$ cat src/hw/rtl/fvpm_pkg.sv
package fvpm_pkg;

    // Field widths
    localparam int SAMPLE_WIDTH = 16;
    localparam int RECIP_W      = 24;
    localparam int THRESH_W     = 15;
    localparam int CFG_DATA_W   = RECIP_W;
    localparam int CFG_INDEX_W  = 1;
    localparam int CH_W         = 8;

    // Front datapath widths
    localparam int MAG_CMP_W = (SAMPLE_WIDTH > THRESH_W) ? SAMPLE_WIDTH : THRESH_W;
    localparam int PROD_W    = SAMPLE_WIDTH + RECIP_W;
    localparam int NORMQ_W   = PROD_W - SAMPLE_WIDTH;
    localparam int NORM_W    = 16;

    // Q1.15 unity and the smallest magnitude strictly above each breakpoint
    localparam logic [NORM_W-1:0] ONE_Q15 = 16'd32768;
    localparam logic [NORM_W-1:0] TH_005  = 16'd164;
    localparam logic [NORM_W-1:0] TH_010  = 16'd3277;
    localparam logic [NORM_W-1:0] TH_030  = 16'd9831;
    localparam logic [NORM_W-1:0] TH_060  = 16'd19661;
    localparam logic [NORM_W-1:0] TH_085  = 16'd27853;

    // Register reset values
    localparam logic [RECIP_W-1:0]  RECIP_RESET  = 24'd65536;
    localparam logic [THRESH_W-1:0] THRESH_RESET = 15'd328;

    typedef enum logic [CFG_INDEX_W-1:0] {
        REG_RANGE_RECIPROCAL       = 1'b0,
        REG_SIGNIFICANCE_THRESHOLD = 1'b1
    } cfg_index_t;

    // Color segments
    typedef enum logic [3:0] {
        SEG_NEAR_ZERO = 4'd0,
        SEG_NEUTRAL   = 4'd1,
        SEG_NEG_LOW   = 4'd2,
        SEG_NEG_MID   = 4'd3,
        SEG_NEG_HIGH  = 4'd4,
        SEG_NEG_PEAK  = 4'd5,
        SEG_POS_LOW   = 4'd6,
        SEG_POS_MID   = 4'd7,
        SEG_POS_HIGH  = 4'd8,
        SEG_POS_PEAK  = 4'd9
    } seg_t;

    // Classified item passed from front to back
    typedef struct packed {
        logic [NORM_W-1:0] norm;
        seg_t              seg;
        logic              significant;
    } class_item_t;

    // Queue between front and back
    localparam int Q_DEPTH = 4;
    localparam int Q_PTR_W = $clog2(Q_DEPTH);
    localparam int Q_CNT_W = $clog2(Q_DEPTH + 1);

    typedef struct packed {
        logic full;
        logic empty;
    } queue_status_t;

    // Items the block can hold: two front stages, the queue, three back stages
    // and the output register
    localparam int FVPM_CAPACITY = 2 + Q_DEPTH + 4;
    localparam int CAP_W         = $clog2(FVPM_CAPACITY + 1);

    // Back datapath widths
    localparam int CH_COUNT    = 3;
    localparam int CH_RED      = 0;
    localparam int CH_GREEN    = 1;
    localparam int CH_BLUE     = 2;
    localparam int SCALED_W    = 25;   // 1000 * norm
    localparam int KNOT_W      = 11;   // breakpoint in thousandths
    localparam int KNOT_SHIFT  = 15;   // thousandths times 2^15
    localparam int NUM_W       = KNOT_W + KNOT_SHIFT;
    localparam int GAIN_W      = 9;
    localparam int MUL1_W      = GAIN_W + NUM_W;
    localparam int QUO_W       = MUL1_W - KNOT_SHIFT;
    localparam int DIVM_W      = 30;
    localparam int DIV_SHIFT   = 32;
    localparam int MUL2_W      = QUO_W + DIVM_W;
    localparam int NORM_SCALE  = 1000;

    // Reciprocals ceil(2^32 / d); exact floor division for quotients below 2^20
    localparam longint unsigned DIV_ONE = 64'd1 << DIV_SHIFT;
    localparam logic [DIVM_W-1:0] DIVM_5    = DIVM_W'((DIV_ONE + 64'd4) / 64'd5);
    localparam logic [DIVM_W-1:0] DIVM_100  = DIVM_W'((DIV_ONE + 64'd99) / 64'd100);
    localparam logic [DIVM_W-1:0] DIVM_150  = DIVM_W'((DIV_ONE + 64'd149) / 64'd150);
    localparam logic [DIVM_W-1:0] DIVM_200  = DIVM_W'((DIV_ONE + 64'd199) / 64'd200);
    localparam logic [DIVM_W-1:0] DIVM_250  = DIVM_W'((DIV_ONE + 64'd249) / 64'd250);
    localparam logic [DIVM_W-1:0] DIVM_300  = DIVM_W'((DIV_ONE + 64'd299) / 64'd300);
    localparam logic [DIVM_W-1:0] DIVM_1500 = DIVM_W'((DIV_ONE + 64'd1499) / 64'd1500);

    // One channel ramp: base + floor(gain * num / (div * 2^15)),
    // num = 1000 * norm - knot * 2^15 (rising) or knot * 2^15 - 1000 * norm
    typedef struct packed {
        logic [GAIN_W-1:0] gain;
        logic              falling;
        logic [KNOT_W-1:0] knot;
        logic [DIVM_W-1:0] divm;
        logic [CH_W-1:0]   base;
    } ramp_t;

    typedef ramp_t [CH_COUNT-1:0] ramp_set_t;

    function automatic ramp_t ramp(input int unsigned gain, input logic falling,
                                   input int unsigned knot, input logic [DIVM_W-1:0] divm,
                                   input int unsigned base);
        ramp_t r;
        r.gain    = GAIN_W'(gain);
        r.falling = falling;
        r.knot    = KNOT_W'(knot);
        r.divm    = divm;
        r.base    = CH_W'(base);
        return r;
    endfunction

    function automatic ramp_t flat(input int unsigned base);
        ramp_t r;
        r = ramp(0, 1'b0, 0, DIVM_5, base);
        return r;
    endfunction

    // Ramp table per segment and channel
    function automatic ramp_set_t seg_ramps(input seg_t seg);
        ramp_set_t rs;
        rs = '0;
        case (seg)
            SEG_NEAR_ZERO:
            begin
                rs[CH_RED]   = flat(0);
                rs[CH_GREEN] = ramp(32, 1'b0, 0, DIVM_5, 32);
                rs[CH_BLUE]  = ramp(32, 1'b0, 0, DIVM_5, 48);
            end
            SEG_NEUTRAL:
            begin
                rs[CH_RED]   = ramp(48, 1'b0, 0, DIVM_100, 48);
                rs[CH_GREEN] = ramp(48, 1'b0, 0, DIVM_100, 64);
                rs[CH_BLUE]  = ramp(48, 1'b0, 0, DIVM_100, 48);
            end
            SEG_NEG_LOW:
            begin
                rs[CH_RED]   = flat(0);
                rs[CH_GREEN] = ramp(64, 1'b0, 100, DIVM_200, 64);
                rs[CH_BLUE]  = ramp(32, 1'b0, 100, DIVM_200, 96);
            end
            SEG_NEG_MID:
            begin
                rs[CH_RED]   = flat(0);
                rs[CH_GREEN] = ramp(128, 1'b1, 600, DIVM_300, 0);
                rs[CH_BLUE]  = ramp(127, 1'b0, 300, DIVM_300, 128);
            end
            SEG_NEG_HIGH:
            begin
                rs[CH_RED]   = ramp(8, 1'b0, 600, DIVM_250, 0);
                rs[CH_GREEN] = ramp(8, 1'b0, 600, DIVM_250, 0);
                rs[CH_BLUE]  = ramp(75, 1'b0, 600, DIVM_250, 180);
            end
            SEG_NEG_PEAK:
            begin
                rs[CH_RED]   = ramp(96, 1'b0, 850, DIVM_150, 32);
                rs[CH_GREEN] = ramp(16, 1'b0, 850, DIVM_150, 0);
                rs[CH_BLUE]  = flat(255);
            end
            SEG_POS_LOW:
            begin
                rs[CH_RED]   = ramp(96, 1'b0, 100, DIVM_200, 64);
                rs[CH_GREEN] = ramp(64, 1'b0, 100, DIVM_200, 128);
                rs[CH_BLUE]  = ramp(32, 1'b1, 300, DIVM_200, 0);
            end
            SEG_POS_MID:
            begin
                // green is 192 * (1 - 0.4 t), folded into one falling ramp
                rs[CH_RED]   = ramp(95, 1'b0, 300, DIVM_300, 160);
                rs[CH_GREEN] = ramp(384, 1'b1, 1050, DIVM_1500, 0);
                rs[CH_BLUE]  = flat(0);
            end
            SEG_POS_HIGH:
            begin
                rs[CH_RED]   = flat(255);
                rs[CH_GREEN] = ramp(128, 1'b1, 850, DIVM_250, 0);
                rs[CH_BLUE]  = ramp(32, 1'b0, 600, DIVM_250, 0);
            end
            SEG_POS_PEAK:
            begin
                rs[CH_RED]   = flat(255);
                rs[CH_GREEN] = ramp(64, 1'b0, 850, DIVM_150, 0);
                rs[CH_BLUE]  = ramp(64, 1'b0, 850, DIVM_150, 0);
            end
            default:
            begin
                rs = '0;
            end
        endcase
        return rs;
    endfunction

endpackage

$ cat src/hw/rtl/fvpm_queue.sv
module fvpm_queue
    import fvpm_pkg::*;
(
    input  logic          clk,
    input  logic          rst_n,
    input  logic          push_valid,
    input  class_item_t   push_item,
    input  logic          pop_en,
    output class_item_t   pop_item,
    output queue_status_t status
);

    class_item_t        entry_reg [Q_DEPTH];
    logic [Q_PTR_W-1:0] wr_ptr_reg;
    logic [Q_PTR_W-1:0] rd_ptr_reg;
    logic [Q_CNT_W-1:0] count_reg;
    logic [Q_CNT_W-1:0] count_next;
    logic               push;
    logic               pop;

    assign status.full  = (count_reg == Q_CNT_W'(Q_DEPTH));
    assign status.empty = (count_reg == '0);
    assign push         = push_valid && !status.full;
    assign pop          = pop_en && !status.empty;
    assign pop_item     = entry_reg[rd_ptr_reg];

    always_comb
    begin
        count_next = count_reg;
        if (push && !pop)
            count_next = count_reg + Q_CNT_W'(1);
        else if (pop && !push)
            count_next = count_reg - Q_CNT_W'(1);
    end

    // Pointers and fill level
    always_ff @(posedge clk or negedge rst_n)
    begin
        if (!rst_n)
        begin
            wr_ptr_reg <= '0;
            rd_ptr_reg <= '0;
            count_reg  <= '0;
        end
        else
        begin
            if (push)
                wr_ptr_reg <= wr_ptr_reg + Q_PTR_W'(1);
            if (pop)
                rd_ptr_reg <= rd_ptr_reg + Q_PTR_W'(1);
            count_reg <= count_next;
        end
    end

    // Entry storage
    always_ff @(posedge clk)
    begin
        if (push)
            entry_reg[wr_ptr_reg] <= push_item;
    end

endmodule

$ cat config.mk
export PLATFORM = sky130hd
export DESIGN_NAME = fvpm_queue
export DESIGN_NICKNAME = d
export VERILOG_FILES = /design/src/hw/rtl/fvpm_pkg.sv /design/src/hw/rtl/fvpm_queue.sv
export SDC_FILE = /design/constraint.sdc
export NUM_CORES = 1
export LEC_CHECK = 0
export BUFFER_PORTS_ARGS = -buffer_cell sky130_fd_sc_hd__buf_2
export CAP_MARGIN = 40
export CELL_PAD_IN_SITES_DETAIL_PLACEMENT = 1
export CELL_PAD_IN_SITES_GLOBAL_PLACEMENT = 2
export CORE_MARGIN = 2
export CORE_UTILIZATION = 35
export DETAILED_ROUTE_END_ITERATION = 10
export HOLD_SLACK_MARGIN = 0.03
export PLACE_DENSITY = 0.72
export SLEW_MARGIN = 20
export SYNTH_ARGS = -nofsm -noshare
export SYNTH_HDL_FRONTEND = slang
export SYNTH_SLANG_ARGS = --single-unit
$ cat constraint.sdc
create_clock -name clk -period 2.1 [get_ports clk]
set_clock_uncertainty 0.15 [all_clocks]
set_input_delay 0.315 -clock clk [delete_from_list [all_inputs] [get_ports clk]]
set_output_delay 0.315 -clock clk [all_outputs]
set_load 0.005 [all_outputs]
==> impl_summary.md <==
Routing
The total via count after detailed routing is 1729. The average detailed-routed wire length per instance is approximately 17 um. The first routing iteration left 62 violations. The final wirelength is 6650 um. The first TritonRoute pass finished after 4 iterations. The number of vias per cell is about 4.5. In the routed design, unresolved DRC markers number 0. The remaining number of nets flagged by the antenna check after routing is 0.

Clock network
The clock latency of the later-clocked register in the worst-skew pair is ~0.34 ns. For this design, the sink count on the clock tree is 91. The deepest clock path buffer count is 2. The clock transition time at the flip-flop clock pins of the worst setup and hold paths is approximately 0.090 ns. TritonCTS built the clock tree. The clock buffer count from CTS is 9. The H-tree generated during clock tree synthesis spans 3 levels. The buffer type at the clock tree root is clkbuf_8.

Floorplan
In this run the core area contains 36 standard-cell rows. The die outline height is between 100 and 150 um. From left edge to right edge, the die measures 103.5 um. The effective utilization at floorplan is around 36%. The die area is between 10000 and 15000 um^2. The core region is 9684 um^2.

48 I/O pins were placed.

Hold path
The path class of the lowest-slack min-delay path is in -> reg. Along the worst hold path, the cell count comes to 1.

Critical path
The length in cells of the worst reg-to-reg path is 8. Of all nets on the critical path, the largest fanout is 5. The critical path is of the reg -> out type.

STA classifies the critical path startpoint as a register. At the worst endpoint, the arrival time is roughly 1.7 ns. The worst endpoint required time is 1.63 ns. The kind of capture point of the worst setup path is an output pin.

Final layout
The number of inserted diodes is 0. The finished layout cell area is 4586 um^2. The count of nets after finishing is between 200 and 300.

Once layout is complete, the utilization of the core stands at 47.35%. Of the cells placed in the final design, the portion with a size suffix greater than 1 is roughly half. The register with the most flip-flops in the layout has 84 of them. From synthesis to final layout, the design area changed by 32.36%.

The finished layout holds ~390 standard cells, fillers aside.

Synthesis
In this run the mean area of a mapped cell was 23.73 um^2. The number of distinct standard cells referenced by the synthesized netlist is 19. Of the synthesized area, sequential elements account for slightly below 80%. Yosys printed 0 warnings. The number of synthesized register bits is 91. Synthesis produced roughly 150 cells. When the netlist entered floorplanning its net count stood at about 180.

The cell area after synthesis is 3465 um^2.

Place
Routability-driven placement finished with a final weighted congestion of approximately 0.76. The number of input and output port buffers inserted is 47. The placed cell count is 338.

Timing analysis after detailed placement gives a worst setup slack of -0.02833 ns. The placed cell area is 4008 um^2. The placed wire-length estimate after detailed placement is between 4000 and 5000 um.

Power and ir drop
The ratio of total power to cell area is between 1000 and 1500 nW/um^2. The worst supply voltage drop on vdd is ~0.00055 V. The leakage power is 1.668 nW. The overall power of the completed layout is ~6 mW.

Timing
The relative max-transition margin is a little over four fifths. The setup slack of the critical path after layout is -0.04824 ns. The final total negative setup slack is -0.5094 ns. The worst path uses 102.3% of the clock period.

The peak clock frequency supported by timing is between 400 and 500 MHz. The final period demand of the worst path is 2.148 ns. The final count of hold timing violations is 0.

The number of max-slew violations in the final report is 0. At the pin with the least slew margin, the transition time is ~0.24 ns. The final-layout worst hold slack is between 0.04 and 0.05 ns. Setup violations remaining at the end of the flow were counted as 20.

Setup repair after global routing could not meet its margin everywhere.

GRT
The met1 layer usage reported by global route is around 18%. In this run the most used layer during global routing was met2. Entering global routing, the biggest net connects 19 pins. The number of antenna violations at the first check in global routing is 0. For this run, global-route usage on met3 was measured as approximately 3.2%. The via count of the first global-routing pass is ~1900. The combined global-route utilization of all metal layers is between 10% and 20%. The first global-routing pass estimated 10420 um of wire. For met2 alone, demand over resource in global routing was ~22%. The overall overflow remaining after global route is 0.

Status
The run finished, with violations left. The final reports fail on negative setup slack.

Job
The tool flagged a number of max-cap violations equal to 0.
logic make-up (layout without fill, tap and decap cells):
family / count (synthesis) / in the layout / synth area share, %
mux: 23 / 23 / 14.41
xor+xnor: 6 / 6 / 1.517
flops: 91 / 91 / 77.86
simple gates: 10 / 10 / 1.805
fa+ha+maj: 6 / 6 / 2.384
buf+inv: 10 / 117 / 2.022
cell usage after synthesis:
master,count,area share (%)
edfxtp_1,84,73
mux4_2,21,14
dfrtp_1,7,5.1
ha_1,5,1.8
and2_1,4,0.72
buf_6,4,1.3
inv_1,4,0.43
xnor2_1,4,1.0
buf_2,2,0.29
xor2_1,2,0.51
fa_1,1,0.58
mux2_2,1,0.33
mux2_4,1,0.43
nand2_1,1,0.11
nand3_1,1,0.14
nor2_1,1,0.11
nor2b_1,1,0.18
nor3b_2,1,0.36
or3_1,1,0.18
routing by layer:
metal | up-vias | wire length, um
met3 | 9 | 261
met2 | 37 | 3314
met1 | 885 | 2989
met4 | 0 | 85
li1 | 798 | -
met5 | - | 0
power breakdown:
group | total (mW) | switching (mW) | internal (mW)
sequential | 2.57 | 0.155 | 2.41
clock | 1.05 | 0.613 | 0.434
combinational | 2.30 | 0.948 | 1.36
worst max-delay path, stage by stage (launching register included):
cell,delay (ns)
dfrtp_2,0.42
buf_6,0.14
clkbuf_16,0.15
mux4_2,0.48
buf_2,0.15
layout by cell type (no fill, tap or decap):
cell           netlist  layout
and2_1               4       4
buf_12               0       4
buf_16               0       2
buf_2                2      45
buf_4                0      20
buf_6                4       5
clkbuf_16            0       1
clkbuf_8             0       9
clkinv_1             0       1
clkinv_2             0       1
clkinv_4             0       1
clkinvlp_4           0       2
dfrtp_1              7       5
dfrtp_2              0       2
dlygate4sd3_1        0      20
edfxtp_1            84      84
fa_2                 0       1
ha_1                 5       4
ha_4                 0       1
inv_1                4       3
inv_2                0       1
inv_6                0       2
mux2_2               1       1
mux2_4               1       1
mux4_2              21      21
nand2_4              0       1
nand3_1              1       1
nor2_1               1       1
nor2b_4              0       1
nor3b_4              0       1
or3_4                0       1
xnor2_1              4       4
xor2_1               2       2
repair_timing:
| action | in CTS | in global routing |
|---|---|---|
| endpoints found under the hold margin | 64 | 4 |
| gates resized for setup | 4 | 11 |
| pin swaps | 3 | 7 |
| gates cloned | 2 | 1 |
| hold buffers | 19 | 1 |
| setup endpoints to repair | 21 | 23 |
| buffers inserted | 4 | 5 |
final timing paths:
kind	slack (ns)	start	end
worst max-delay path	-0.05	rd_ptr_reg[0]	pop_item[7]
worst min-delay path	0.05	push_item[20]	entry_reg[1][20]
worst max register to register	0.05	count_reg[2]	count_reg[2]
worst min register to register	0.44	count_reg[2]	count_reg[2]
max in group asynchronous	1.45	rst_n	rd_ptr_reg[0]
min in group asynchronous	0.17	rst_n	count_reg[2]
final cells by class:
class                           instances  area [um^2]
Clock inverter                          7        50.05
Clock buffer                            9        123.9
Fill cell                             920         5099
Sequential cell                        91         2700
Tap cell                              133        166.4
Multi-Input combinational cell         45        738.2
Inverter                                4        15.01
Timing Repair Buffer                   97        792.0
No activity file was read; power rests on OpenSTA's default activity.
