===== config.mk =====
export PLATFORM = sky130hd
export DESIGN_NAME = fvpm_front_flat
export DESIGN_NICKNAME = d
export VERILOG_FILES = /design/src/hw/rtl/fvpm_pkg.sv /design/src/hw/rtl/fvpm_in_if.sv /design/src/hw/rtl/fvpm_front.sv /design/src/flat_wrapper.sv
export SDC_FILE = /design/constraint.sdc
export NUM_CORES = 1
export LEC_CHECK = 0
export ABC_AREA = 1
export BUFFER_PORTS_ARGS = -buffer_cell sky130_fd_sc_hd__clkbuf_2
export CAP_MARGIN = 30
export CORE_ASPECT_RATIO = 0.6
export CORE_UTILIZATION = 60
export DETAILED_ROUTE_END_ITERATION = 12
export GPL_ROUTABILITY_DRIVEN = 0
export PLACE_DENSITY = 0.78
export SYNTH_ARGS = -nofsm -noshare
export SYNTH_HDL_FRONTEND = slang
export SYNTH_SLANG_ARGS = --single-unit

===== constraint.sdc =====
create_clock -name clk -period 9 [get_ports clk]
set_input_delay 0.45 -clock clk [delete_from_list [all_inputs] [get_ports clk]]
set_output_delay 0.45 -clock clk [all_outputs]
set_load 0.005 [all_outputs]

===== src/hw/rtl/fvpm_pkg.sv =====
package fvpm_pkg;

    // Field widths
    localparam int SAMPLE_WIDTH = 16;
    localparam int RECIP_W      = 24;
    localparam int THRESH_W     = 15;
    localparam int CFG_DATA_W   = RECIP_W;
    localparam int CFG_INDEX_W  = 1;
    localparam int CH_W         = 8;

    // Front datapath widths
    localparam int MAG_CMP_W = (SAMPLE_WIDTH > THRESH_W) ? SAMPLE_WIDTH : THRESH_W;
    localparam int PROD_W    = SAMPLE_WIDTH + RECIP_W;
    localparam int NORMQ_W   = PROD_W - SAMPLE_WIDTH;
    localparam int NORM_W    = 16;

    // Q1.15 unity and the smallest magnitude strictly above each breakpoint
    localparam logic [NORM_W-1:0] ONE_Q15 = 16'd32768;
    localparam logic [NORM_W-1:0] TH_005  = 16'd164;
    localparam logic [NORM_W-1:0] TH_010  = 16'd3277;
    localparam logic [NORM_W-1:0] TH_030  = 16'd9831;
    localparam logic [NORM_W-1:0] TH_060  = 16'd19661;
    localparam logic [NORM_W-1:0] TH_085  = 16'd27853;

    // Register reset values
    localparam logic [RECIP_W-1:0]  RECIP_RESET  = 24'd65536;
    localparam logic [THRESH_W-1:0] THRESH_RESET = 15'd328;

    typedef enum logic [CFG_INDEX_W-1:0] {
        REG_RANGE_RECIPROCAL       = 1'b0,
        REG_SIGNIFICANCE_THRESHOLD = 1'b1
    } cfg_index_t;

    // Color segments
    typedef enum logic [3:0] {
        SEG_NEAR_ZERO = 4'd0,
        SEG_NEUTRAL   = 4'd1,
        SEG_NEG_LOW   = 4'd2,
        SEG_NEG_MID   = 4'd3,
        SEG_NEG_HIGH  = 4'd4,
        SEG_NEG_PEAK  = 4'd5,
        SEG_POS_LOW   = 4'd6,
        SEG_POS_MID   = 4'd7,
        SEG_POS_HIGH  = 4'd8,
        SEG_POS_PEAK  = 4'd9
    } seg_t;

    // Classified item passed from front to back
    typedef struct packed {
        logic [NORM_W-1:0] norm;
        seg_t              seg;
        logic              significant;
    } class_item_t;

    // Queue between front and back
    localparam int Q_DEPTH = 4;
    localparam int Q_PTR_W = $clog2(Q_DEPTH);
    localparam int Q_CNT_W = $clog2(Q_DEPTH + 1);

    typedef struct packed {
        logic full;
        logic empty;
    } queue_status_t;

    // Items the block can hold: two front stages, the queue, three back stages
    // and the output register
    localparam int FVPM_CAPACITY = 2 + Q_DEPTH + 4;
    localparam int CAP_W         = $clog2(FVPM_CAPACITY + 1);

    // Back datapath widths
    localparam int CH_COUNT    = 3;
    localparam int CH_RED      = 0;
    localparam int CH_GREEN    = 1;
    localparam int CH_BLUE     = 2;
    localparam int SCALED_W    = 25;   // 1000 * norm
    localparam int KNOT_W      = 11;   // breakpoint in thousandths
    localparam int KNOT_SHIFT  = 15;   // thousandths times 2^15
    localparam int NUM_W       = KNOT_W + KNOT_SHIFT;
    localparam int GAIN_W      = 9;
    localparam int MUL1_W      = GAIN_W + NUM_W;
    localparam int QUO_W       = MUL1_W - KNOT_SHIFT;
    localparam int DIVM_W      = 30;
    localparam int DIV_SHIFT   = 32;
    localparam int MUL2_W      = QUO_W + DIVM_W;
    localparam int NORM_SCALE  = 1000;

    // Reciprocals ceil(2^32 / d); exact floor division for quotients below 2^20
    localparam longint unsigned DIV_ONE = 64'd1 << DIV_SHIFT;
    localparam logic [DIVM_W-1:0] DIVM_5    = DIVM_W'((DIV_ONE + 64'd4) / 64'd5);
    localparam logic [DIVM_W-1:0] DIVM_100  = DIVM_W'((DIV_ONE + 64'd99) / 64'd100);
    localparam logic [DIVM_W-1:0] DIVM_150  = DIVM_W'((DIV_ONE + 64'd149) / 64'd150);
    localparam logic [DIVM_W-1:0] DIVM_200  = DIVM_W'((DIV_ONE + 64'd199) / 64'd200);
    localparam logic [DIVM_W-1:0] DIVM_250  = DIVM_W'((DIV_ONE + 64'd249) / 64'd250);
    localparam logic [DIVM_W-1:0] DIVM_300  = DIVM_W'((DIV_ONE + 64'd299) / 64'd300);
    localparam logic [DIVM_W-1:0] DIVM_1500 = DIVM_W'((DIV_ONE + 64'd1499) / 64'd1500);

    // One channel ramp: base + floor(gain * num / (div * 2^15)),
    // num = 1000 * norm - knot * 2^15 (rising) or knot * 2^15 - 1000 * norm
    typedef struct packed {
        logic [GAIN_W-1:0] gain;
        logic              falling;
        logic [KNOT_W-1:0] knot;
        logic [DIVM_W-1:0] divm;
        logic [CH_W-1:0]   base;
    } ramp_t;

    typedef ramp_t [CH_COUNT-1:0] ramp_set_t;

    function automatic ramp_t ramp(input int unsigned gain, input logic falling,
                                   input int unsigned knot, input logic [DIVM_W-1:0] divm,
                                   input int unsigned base);
        ramp_t r;
        r.gain    = GAIN_W'(gain);
        r.falling = falling;
        r.knot    = KNOT_W'(knot);
        r.divm    = divm;
        r.base    = CH_W'(base);
        return r;
    endfunction

    function automatic ramp_t flat(input int unsigned base);
        ramp_t r;
        r = ramp(0, 1'b0, 0, DIVM_5, base);
        return r;
    endfunction

    // Ramp table per segment and channel
    function automatic ramp_set_t seg_ramps(input seg_t seg);
        ramp_set_t rs;
        rs = '0;
        case (seg)
            SEG_NEAR_ZERO:
            begin
                rs[CH_RED]   = flat(0);
                rs[CH_GREEN] = ramp(32, 1'b0, 0, DIVM_5, 32);
                rs[CH_BLUE]  = ramp(32, 1'b0, 0, DIVM_5, 48);
            end
            SEG_NEUTRAL:
            begin
                rs[CH_RED]   = ramp(48, 1'b0, 0, DIVM_100, 48);
                rs[CH_GREEN] = ramp(48, 1'b0, 0, DIVM_100, 64);
                rs[CH_BLUE]  = ramp(48, 1'b0, 0, DIVM_100, 48);
            end
            SEG_NEG_LOW:
            begin
                rs[CH_RED]   = flat(0);
                rs[CH_GREEN] = ramp(64, 1'b0, 100, DIVM_200, 64);
                rs[CH_BLUE]  = ramp(32, 1'b0, 100, DIVM_200, 96);
            end
            SEG_NEG_MID:
            begin
                rs[CH_RED]   = flat(0);
                rs[CH_GREEN] = ramp(128, 1'b1, 600, DIVM_300, 0);
                rs[CH_BLUE]  = ramp(127, 1'b0, 300, DIVM_300, 128);
            end
            SEG_NEG_HIGH:
            begin
                rs[CH_RED]   = ramp(8, 1'b0, 600, DIVM_250, 0);
                rs[CH_GREEN] = ramp(8, 1'b0, 600, DIVM_250, 0);
                rs[CH_BLUE]  = ramp(75, 1'b0, 600, DIVM_250, 180);
            end
            SEG_NEG_PEAK:
            begin
                rs[CH_RED]   = ramp(96, 1'b0, 850, DIVM_150, 32);
                rs[CH_GREEN] = ramp(16, 1'b0, 850, DIVM_150, 0);
                rs[CH_BLUE]  = flat(255);
            end
            SEG_POS_LOW:
            begin
                rs[CH_RED]   = ramp(96, 1'b0, 100, DIVM_200, 64);
                rs[CH_GREEN] = ramp(64, 1'b0, 100, DIVM_200, 128);
                rs[CH_BLUE]  = ramp(32, 1'b1, 300, DIVM_200, 0);
            end
            SEG_POS_MID:
            begin
                // green is 192 * (1 - 0.4 t), folded into one falling ramp
                rs[CH_RED]   = ramp(95, 1'b0, 300, DIVM_300, 160);
                rs[CH_GREEN] = ramp(384, 1'b1, 1050, DIVM_1500, 0);
                rs[CH_BLUE]  = flat(0);
            end
            SEG_POS_HIGH:
            begin
                rs[CH_RED]   = flat(255);
                rs[CH_GREEN] = ramp(128, 1'b1, 850, DIVM_250, 0);
                rs[CH_BLUE]  = ramp(32, 1'b0, 600, DIVM_250, 0);
            end
            SEG_POS_PEAK:
            begin
                rs[CH_RED]   = flat(255);
                rs[CH_GREEN] = ramp(64, 1'b0, 850, DIVM_150, 0);
                rs[CH_BLUE]  = ramp(64, 1'b0, 850, DIVM_150, 0);
            end
            default:
            begin
                rs = '0;
            end
        endcase
        return rs;
    endfunction

endpackage


===== src/hw/rtl/fvpm_in_if.sv =====
interface fvpm_in_if
    import fvpm_pkg::*;
();
    logic                           valid;
    logic                           ready;
    logic signed [SAMPLE_WIDTH-1:0] field_sample;

    modport source (output valid, output field_sample, input ready);
    modport sink   (input valid, input field_sample, output ready);
endinterface


===== src/hw/rtl/fvpm_front.sv =====
module fvpm_front
    import fvpm_pkg::*;
(
    input  logic                   clk,
    input  logic                   rst_n,
    fvpm_in_if.sink                samples,
    input  logic                   cfg_wen,
    input  logic [CFG_INDEX_W-1:0] cfg_index,
    input  logic [CFG_DATA_W-1:0]  cfg_wdata,
    input  queue_status_t          q_status,
    output logic                   item_valid,
    output class_item_t            item
);

    logic [RECIP_W-1:0]      recip_reg;
    logic [THRESH_W-1:0]     thresh_reg;

    logic                    f1_valid_reg;
    logic [SAMPLE_WIDTH-1:0] f1_mag_reg;
    logic                    f1_neg_reg;
    logic                    f1_sig_reg;

    logic                    f2_valid_reg;
    logic [PROD_W-1:0]       f2_prod_reg;
    logic                    f2_neg_reg;
    logic                    f2_sig_reg;

    logic                    advance;
    logic [SAMPLE_WIDTH-1:0] raw_bits;
    logic                    raw_neg;
    logic [SAMPLE_WIDTH-1:0] raw_mag;
    logic                    raw_sig;
    logic [NORMQ_W-1:0]      norm_full;
    logic [NORM_W-1:0]       norm;
    seg_t                    seg;

    // Whole front moves unless its last item waits on a full queue
    assign advance       = !f2_valid_reg || !q_status.full;
    assign samples.ready = advance;

    // Configuration registers
    always_ff @(posedge clk or negedge rst_n)
    begin
        if (!rst_n)
        begin
            recip_reg  <= RECIP_RESET;
            thresh_reg <= THRESH_RESET;
        end
        else if (cfg_wen)
        begin
            case (cfg_index_t'(cfg_index))
                REG_RANGE_RECIPROCAL:       recip_reg  <= cfg_wdata[RECIP_W-1:0];
                REG_SIGNIFICANCE_THRESHOLD: thresh_reg <= cfg_wdata[THRESH_W-1:0];
                default:                    ;
            endcase
        end
    end

    // Sign and magnitude; the most negative sample gives 2^(W-1)
    always_comb
    begin
        raw_bits = samples.field_sample;
        raw_neg  = raw_bits[SAMPLE_WIDTH-1];
        raw_mag  = raw_neg ? (SAMPLE_WIDTH'(~raw_bits) + SAMPLE_WIDTH'(1)) : raw_bits;
        raw_sig  = MAG_CMP_W'(raw_mag) > MAG_CMP_W'(thresh_reg);
    end

    // Stage valids
    always_ff @(posedge clk or negedge rst_n)
    begin
        if (!rst_n)
        begin
            f1_valid_reg <= 1'b0;
            f2_valid_reg <= 1'b0;
        end
        else if (advance)
        begin
            f1_valid_reg <= samples.valid;
            f2_valid_reg <= f1_valid_reg;
        end
    end

    // Stage payloads: magnitude, then scaled magnitude
    always_ff @(posedge clk)
    begin
        if (advance)
        begin
            f1_mag_reg  <= raw_mag;
            f1_neg_reg  <= raw_neg;
            f1_sig_reg  <= raw_sig;
            f2_prod_reg <= PROD_W'(f1_mag_reg) * PROD_W'(recip_reg);
            f2_neg_reg  <= f1_neg_reg;
            f2_sig_reg  <= f1_sig_reg;
        end
    end

    // Q1.15 normalize with saturation at 1.0
    always_comb
    begin
        norm_full = f2_prod_reg[PROD_W-1:SAMPLE_WIDTH];
        if (norm_full > NORMQ_W'(ONE_Q15))
            norm = ONE_Q15;
        else
            norm = norm_full[NORM_W-1:0];
    end

    // Segment select
    always_comb
    begin
        if (norm < TH_005)
            seg = SEG_NEAR_ZERO;
        else if (f2_neg_reg)
        begin
            if (norm >= TH_085)
                seg = SEG_NEG_PEAK;
            else if (norm >= TH_060)
                seg = SEG_NEG_HIGH;
            else if (norm >= TH_030)
                seg = SEG_NEG_MID;
            else if (norm >= TH_010)
                seg = SEG_NEG_LOW;
            else
                seg = SEG_NEUTRAL;
        end
        else
        begin
            if (norm < TH_010)
                seg = SEG_NEUTRAL;
            else if (norm < TH_030)
                seg = SEG_POS_LOW;
            else if (norm < TH_060)
                seg = SEG_POS_MID;
            else if (norm < TH_085)
                seg = SEG_POS_HIGH;
            else
                seg = SEG_POS_PEAK;
        end
    end

    assign item_valid       = f2_valid_reg;
    assign item.norm        = norm;
    assign item.seg         = seg;
    assign item.significant = f2_sig_reg;

endmodule


===== src/flat_wrapper.sv =====
// flat-port wrapper written by rule: the top's interface ports become plain ports
module fvpm_front_flat import fvpm_pkg::*;
  (clk, rst_n, cfg_wen, cfg_index, cfg_wdata, q_status, item_valid, item, samples_valid, samples_field_sample, samples_ready);
  fvpm_in_if samples_i ();
  input  logic clk;
  input  logic rst_n;
  input  logic cfg_wen;
  input  logic [CFG_INDEX_W-1:0] cfg_index;
  input  logic [CFG_DATA_W-1:0] cfg_wdata;
  input  queue_status_t q_status;
  output logic item_valid;
  output class_item_t item;
  input wire logic [$bits(samples_i.valid)-1:0] samples_valid;
  input wire logic [$bits(samples_i.field_sample)-1:0] samples_field_sample;
  output wire logic [$bits(samples_i.ready)-1:0] samples_ready;
  assign samples_i.valid = samples_valid;
  assign samples_i.field_sample = samples_field_sample;
  assign samples_ready = samples_i.ready;
  fvpm_front u_core (.clk(clk), .rst_n(rst_n), .samples(samples_i), .cfg_wen(cfg_wen), .cfg_index(cfg_index), .cfg_wdata(cfg_wdata), .q_status(q_status), .item_valid(item_valid), .item(item));
endmodule

==> results of run 1 <==
worst max path at each step:
| stage | start | to | cells after the start |
|---|---|---|---|
| 3_3_place_gp | u_core.f1_mag_reg[8]$_DFFE_PP_ | u_core.f2_prod_reg[24]$_DFFE_PP_ | 18 |
| 2_1_floorplan | u_core.recip_reg[16]$_DFFE_PN1P_ | u_core.f2_prod_reg[34]$_DFFE_PP_ | 24 |
| 3_5_place_dp | u_core.f1_mag_reg[9]$_DFFE_PP_ | u_core.f2_prod_reg[24]$_DFFE_PP_ | 18 |
| 6_report | u_core.f1_mag_reg[15]$_DFFE_PP_ | u_core.f2_prod_reg[24]$_DFFE_PP_ | 18 |
| 5_1_grt | u_core.f1_mag_reg[15]$_DFFE_PP_ | u_core.f2_prod_reg[24]$_DFFE_PP_ | 18 |
| 4_1_cts | u_core.f1_mag_reg[9]$_DFFE_PP_ | u_core.f2_prod_reg[24]$_DFFE_PP_ | 18 |
through the flow:
stage / hold slack, ns / util (%) / std cells / worst slack (ns) / cell area [sq um]
2_1_floorplan: 0.1544 / - / 2157 / 3.106 / 16960
3_3_place_gp: 0.4026 / 63.08 / 2506 / 2.520 / 17430
3_5_place_dp: 0.3369 / 63.39 / 2511 / 2.402 / 17520
4_1_cts: 0.2714 / 64.55 / 2528 / 2.371 / 17840
5_1_grt: 0.2768 / 64.76 / 2531 / 1.960 / 17900
6_report: 0.2768 / 64.76 / 2531 / 2.357 / 17900
synth_stat cells, types with 3 or more instances:
cell      number  share of area (%)
xnor2_1       11               0.57
a21o_1         4               0.18
nand2_2        4               0.15
o21a_1         4               0.18
a211oi_1       3               0.13
nand2_1      536                 12
nand2_4        4               0.27
dfstp_2        4               0.62
nand4_1        9               0.33
nor3_1        17               0.50
xor2_1        26                1.3
mux2_2         9               0.60
inv_1        610                 14
a21oi_1       58                1.7
a31oi_1       16               0.59
nor2_2         4               0.15
o21ai_0       67                2.0
o21bai_1       6               0.27
edfxtp_1      44                7.8
dfrtp_1       37                5.5
nor2_1       105                2.3
nand3_1       34                1.0
fa_1         305                 36
clkbuf_1      86                1.9
ha_1         125                9.2
metal layers:
metal  vias up  GRT usage (%)  part of all wire, %
met3        90          8.581                   10
met1      6671          44.78                   42
met2       657          49.09                   44
li1       6260              -                    -
met4         0          10.42                  2.8
met5         -              0                    0
worst max-delay path: cells and delay by family, from the launching register on:
family | cells | cell delay (ns)
simple gates | 5 | 1.00
fa+ha+maj | 7 | 3.51
flops | 1 | 1.07
compound gates | 2 | 0.46
buf+inv | 3 | 0.25
xor+xnor | 1 | 0.10
cell families after synthesis:
logic type	count (synthesis)	share of synthesized area, %
buffers and inverters	701	15.62
adders and majority gates	430	45.23
muxes	10	0.6567
xor gates and xnor gates	37	1.911
DFF	85	13.87
and+or+nand+nor	725	17.19
AOI/OAI and AO/OA	169	5.519
final cells by class:
class	instances	area, sq um	area share [%]
Clock buffer	12	279.0	1.559
Clock inverter	4	32.53	0.1818
Inverter	611	2293	12.81
Multi-Input combinational cell	1371	11960	66.82
Sequential cell	85	2352	13.14
Tap cell	367	459.2	2.566
Timing Repair Buffer	81	523.0	2.922
==> run metrics, run 1 <==
status=complete, no violations; Cell Chain, Critical Path=nand2_1, inv_1, fa_1, fa_1, fa_1, fa_1, fa_1, inv_1, fa_1, inv_1, ha_1, nand2_1, nor2_1, nand2_1, nor4_1, a21oi_1, o21ai_0, xor2_1; Reg2Reg Depth=18; CTS tree=built; synthesized net count=2,634; die outline width=219.0 um; ys flop type=edfxtp_1; vias post-DR=13,680; max incr delay on CP=1.07 ns; final setup violating endpoints=0; CP Max Fanout=24; Least-Margin Pin Slew=1.092 ns; CP max stage cell=edfxtp_1; CP Data Arrival Time=6.76 ns; number of diodes=0; share of cells above drive strength 1=6.007%; Critical Path RT=9.11 ns; Final Max Tran Viols=0; Startpoint Class=flop; Post-synth EDFFs=44; Final HPWL DP=33.73 mm; Ys Warns=0; clock tree sinks=85; # DRC=0; clk slew on worst S/H paths=0.07 ns; Achievable Freq=0.1505 GHz; number of filler cells placed in the layout=2,320; Syn Inst Count=2,157; GRT Total Usage=32.15%; # Post-CTS Setup Buffers=0; First DRT Iteration DRCs=1,340; # resized after CTS=0; Post-CTS Hold Fix Bufs=1; RSZ-0062 raised after global routing=false; first-pass GRT wire length=72.48 mm; Hold Crit Depth=1; CP Capture Type=flop; vias in the first global route=14,530; flop-to-flop setup slack=2.36 ns; most common cell after layout, fill and taps aside=inv_1; Routed Wire Length=42.86 mm; Pre-antenna DRT Iters=6; Mean Syn Cell Area=7.862 sq um; Worst slew margin=27.22%; core area=27,640 sq um; clk_lat worst skew=0.37 ns; IO Count=70; GRT overflow=0; largest net degree at the start of global routing=40; initial antenna violation count=0; type of the most critical hold path=input pin to flop; Cell variety after synth=46; post-route ant nets=0; sequential fraction of the synthesis area=13.87%; reg-to-reg startpoint=u_core.f1_mag_reg[15]$_DFFE_PP_; Initial Util=61.35%; Clock Skew=0.01372 ns; Num CTS Buffers=9; die height=132.2 um; commonest non-fill, non-tap cells in the layout=inv_1, nand2_1, fa_1; final hold violation count=0; Synth Register Bits=85; CTS root buf=clkbuf_16; final net count=2,636; Cell Area, Synth=16,960 sq um; CTS max path bufs=2; row cnt=47; hold endpoint=u_core.f1_mag_reg[0]$_DFFE_PP_; Wirelength per Cell=16.93 um; fin crit period=6.643 ns; asr flop ratio synth=48.24%; CTS HTree Levels=3; vias per cell=5.404; Port Buf Inserts=68; Layout area overhead=5.548%; die area=28,960 sq um; Setup CP Type=flop to flop; period utilisation layout=73.81%; R2R Path End=u_core.f2_prod_reg[24]$_DFFE_PP_; max_cap viols=0; total negative slack=0 ns; Most common cell on crit path=fa_1; Min-Delay Startpoint=samples_field_sample[0]
Power of run 1 is not shown: default switching activity piles up to over one toggle a cycle in this logic, so the estimate is an artifact.
==> inputs of run 2 (changes only) <==
Clock period 9 ns to 6.43 ns, I/O delays scaled along.
==> run metrics, run 2 (synthesis gave the netlist of run 1 again) <==
status=finished, violations left; failing checks=DRC; total negative slack=0 ns; smallest hold slack=0.1487 ns; Clock Skew=0.01137 ns; RSZ-0062 raised after global routing=false; CTS max path bufs=2; Wirelength per Cell=16.76 um; Hold Crit Depth=1; Reg2Reg Depth=22; row cnt=47; die height=132.2 um; post-route ant nets=0; type of the most critical hold path=input pin to flop; Critical Path RT=6.54 ns; final setup violating endpoints=0; Num CTS Buffers=9; share of cells above drive strength 1=8.755%; Pre-antenna DRT Iters=10; Least-Margin Pin Slew=0.9830 ns; max_cap viols=0; die outline width=219.0 um; GRT Total Usage=31.76%; vias in the first global route=14,850; Initial Util=61.35%; Routed Wire Length=43.29 mm; CP Max Fanout=11; GRT overflow=0; CTS tree=built; CP Data Arrival Time=6.28 ns; CTS root buf=clkbuf_16; first-pass GRT wire length=72.06 mm; initial antenna violation count=0; Setup CP Type=flop to flop; CP Capture Type=flop; vias post-DR=14,040; Port Buf Inserts=68; fin crit period=6.167 ns; commonest non-fill, non-tap cells in the layout=inv_1, nand2_1, fa_1; clock tree sinks=85; Startpoint Class=flop; Layout area overhead=8.094%; Final HPWL DP=35.17 mm; vias per cell=5.436; number of diodes=0; die area=28,960 sq um; core area=27,640 sq um; most common cell after layout, fill and taps aside=inv_1; # DRC=2; largest net degree at the start of global routing=40; CTS HTree Levels=3; First DRT Iteration DRCs=1,519; clk slew on worst S/H paths=0.08 ns; IO Count=70; final net count=2,688; clk_lat worst skew=0.37 ns; period utilisation layout=95.91%; Final Max Tran Viols=0; Worst slew margin=34.47%; Achievable Freq=0.1621 GHz; final hold violation count=0
==> run 2: metal layers <==
layer	vias to the layer above	GRT usage, %	wire (um)
li1	6366	-	-
met1	6818	44.55	18220
met2	750	49.74	19310
met3	106	7.151	4644
met4	0	8.951	1109
met5	-	0	0
==> run 2: cell type report <==
class                      count  area, sq um
clock inverter                 7        76.32
clock buffer                   9        225.2
tap                          367        459.2
fill                        2234         9309
timing repair buffer         133        943.4
inverter                     611         2293
sequential                    85         2367
multi-input combinational   1371        11970
==> run 2: repair_timing <==
item | CTS | global route
buffers inserted | 0 | 14
hold buffers | 1 | 0
gates resized for setup | 0 | 13
endpoints found under the hold margin | 8 | 0
endpoints found under the setup margin | 0 | 13
==> run 2: stage by stage <==
step	utilization, %	cell area [sq um]	std cells	setup WS [ns]
after global placement	64.55	17840	2550	0.2899
after floorplan	-	16960	2157	0.5361
final	66.32	18330	2583	0.2627
after CTS	65.82	18190	2569	0.1797
after detailed placement	64.69	17880	2552	0.2200
after global routing	66.32	18330	2583	0.03555
==> run 2: worst max-delay path: stages (launching register included) <==
cell and delay, ns:
dfrtp_1 0.68, buf_4 0.26, nand2_1 0.06, inv_1 0.08
fa_1 0.42, inv_1 0.08, fa_1 0.43, fa_1 0.51
inv_1 0.06, fa_1 0.54, fa_1 0.50, inv_1 0.05
fa_1 0.49, inv_1 0.05, ha_1 0.33, nand2_1 0.10
nor2_1 0.17, nand2_1 0.10, nor4_1 0.35, buf_4 0.19
a21oi_1 0.11, o21ai_0 0.23, xor2_1 0.11
==> run 2: final timing paths <==
kind | start | end | slack [ns]
worst min-delay path | samples_field_sample[0] | u_core.f1_mag_reg[0]$_DFFE_PP_ | 0.15
worst min register to register | u_core.f1_neg_reg$_DFFE_PP_ | u_core.f2_neg_reg$_DFFE_PP_ | 0.42
worst max register to register | u_core.recip_reg[7]$_DFFE_PN0P_ | u_core.f2_prod_reg[24]$_DFFE_PP_ | 0.26
worst max-delay path | u_core.recip_reg[7]$_DFFE_PN0P_ | u_core.f2_prod_reg[24]$_DFFE_PP_ | 0.26
min in group asynchronous | rst_n | u_core.recip_reg[20]$_DFFE_PN0P_ | 0.35
max in group asynchronous | rst_n | u_core.thresh_reg[3]$_DFFE_PN1P_ | 5.53
Power of run 2 is left out for the same reason.
==> inputs of run 3 (changes only) <==
Clock period 6.43 ns to 7 ns, I/O delays scaled along.
==> run metrics, run 3 (synthesis gave the netlist of run 1 again) <==
vias in the first global route=14,450; CP Capture Type=flop; CTS tree=built; Initial Util=61.35%; max incr delay on CP=1.08 ns; Final HPWL DP=34.18 mm; clk_lat worst skew=0.36 ns; Routed Wire Length=42.62 mm; Post-CTS Hold Fix Bufs=1; most common cell after layout, fill and taps aside=inv_1; Least-Margin Pin Slew=1.096 ns; First DRT Iteration DRCs=1,390; IO Count=70; GRT Total Usage=32.25%; core area=27,640 sq um; Final Max Tran Viols=0; status=complete, no violations; final hold violation count=0; total negative slack=0 ns; row cnt=47; commonest non-fill, non-tap cells in the layout=inv_1, nand2_1, fa_1; Pre-antenna DRT Iters=8; CP max stage cell=edfxtp_1; post-route ant nets=0; period utilisation layout=94.22%; fin crit period=6.595 ns; Achievable Freq=0.1516 GHz; Layout area overhead=5.977%; # resized after CTS=0; initial antenna violation count=0; # DRC=0; type of the most critical hold path=input pin to flop; CP Data Arrival Time=6.70 ns; clk slew on worst S/H paths=0.07 ns; final net count=2,658; die area=28,960 sq um; Cell Chain, Critical Path=nand2_1, inv_1, fa_1, inv_1, fa_1, fa_1, inv_1, fa_1, fa_1, inv_1, fa_1, inv_1, ha_1, a21oi_1, o21ai_0, a21oi_1, o21ai_0, a21oi_1, o21ai_0, xor2_1; Wirelength per Cell=16.69 um; CTS root buf=clkbuf_16; number of diodes=0; share of cells above drive strength 1=6.999%; die outline width=219.0 um; vias per cell=5.387; Worst slew margin=26.93%; CTS max path bufs=2; clock tree sinks=85; final setup violating endpoints=0; GRT overflow=0; Setup CP Type=flop to flop; # Post-CTS Setup Buffers=0; Critical Path RT=7.10 ns; flop-to-flop setup slack=0.40 ns; max_cap viols=0; Num CTS Buffers=9; Port Buf Inserts=68; Clock Skew=0.01095 ns; CTS HTree Levels=3; die height=132.2 um; largest net degree at the start of global routing=45; CP Max Fanout=24; first-pass GRT wire length=72.53 mm; vias post-DR=13,750; RSZ-0062 raised after global routing=false; Most common cell on crit path=fa_1; Startpoint Class=flop
run 3: changes by cell type in the layout (fill, tap and decap cells not counted), moves of 2 or more:
cell     delta
buf_4      -22
buf_12      -8
dfrtp_2     -9
inv_4       +2
inv_8       -2
dfrtp_1     +9
run 3: worst paths after layout:
kind / startpoint / end / cells past startpoint
worst max-delay path: u_core.f1_mag_reg[5]$_DFFE_PP_ / u_core.f2_prod_reg[24]$_DFFE_PP_ / 20
worst min-delay path: samples_field_sample[0] / u_core.f1_mag_reg[0]$_DFFE_PP_ / 1
worst max register to register: u_core.f1_mag_reg[5]$_DFFE_PP_ / u_core.f2_prod_reg[24]$_DFFE_PP_ / 20
worst min register to register: u_core.f1_neg_reg$_DFFE_PP_ / u_core.f2_neg_reg$_DFFE_PP_ / 0
max in group asynchronous: rst_n / u_core.thresh_reg[3]$_DFFE_PN1P_ / 3
min in group asynchronous: rst_n / u_core.recip_reg[19]$_DFFE_PN0P_ / 2
run 3: cell type report:
cell class	count	area, sq um
repair buffers	103	618.1
multi-input cells	1371	11960
flip-flops and latches	85	2352
inverters	611	2293
clock buffers	10	239.0
well taps	367	459.2
clock inverters	6	50.05
fillers	2313	9668
run 3: stage by stage:
| step | utilization (%) | hold WS, ns | instances | setup slack [ns] | cell area (sq um) |
|---|---|---|---|---|---|
| 6_report | 65.02 | 0.1765 | 2553 | 0.4048 | 17970 |
| 5_1_grt | 65.02 | 0.1629 | 2553 | 0.06253 | 17970 |
| 4_1_cts | 65.02 | 0.1674 | 2553 | 0.5659 | 17970 |
| 3_5_place_dp | 63.94 | 0.2342 | 2536 | 0.5833 | 17670 |
| 3_3_place_gp | 63.87 | 0.4029 | 2535 | 0.7168 | 17650 |
| 2_1_floorplan | - | 0.05441 | 2157 | 1.106 | 16960 |
run 3: metal layers:
layer  vias to the layer above  global-route usage [%]  share of wire (%)  routed length (um)
met2                       705                   49.51                 44               18910
met3                        93                   8.697                 12                5117
li1                       6304                       -                  -                   -
met1                      6652                   45.76                 41               17670
met5                         -                  0.5000                  0                   0
met4                         0                   7.562                2.2                 922
run 3: worst max-delay path: cells and delay by family (launching register included):
kind	cells	cell delay, ns
flip-flops	1	1.08
buffers and inverters	5	0.39
AND/OR/NAND/NOR	1	0.11
XOR/XNOR	1	0.18
adder cells (fa/ha/maj)	7	3.30
AO/OA/AOI/OAI	6	1.30
Power of run 3 is left out for the same reason.
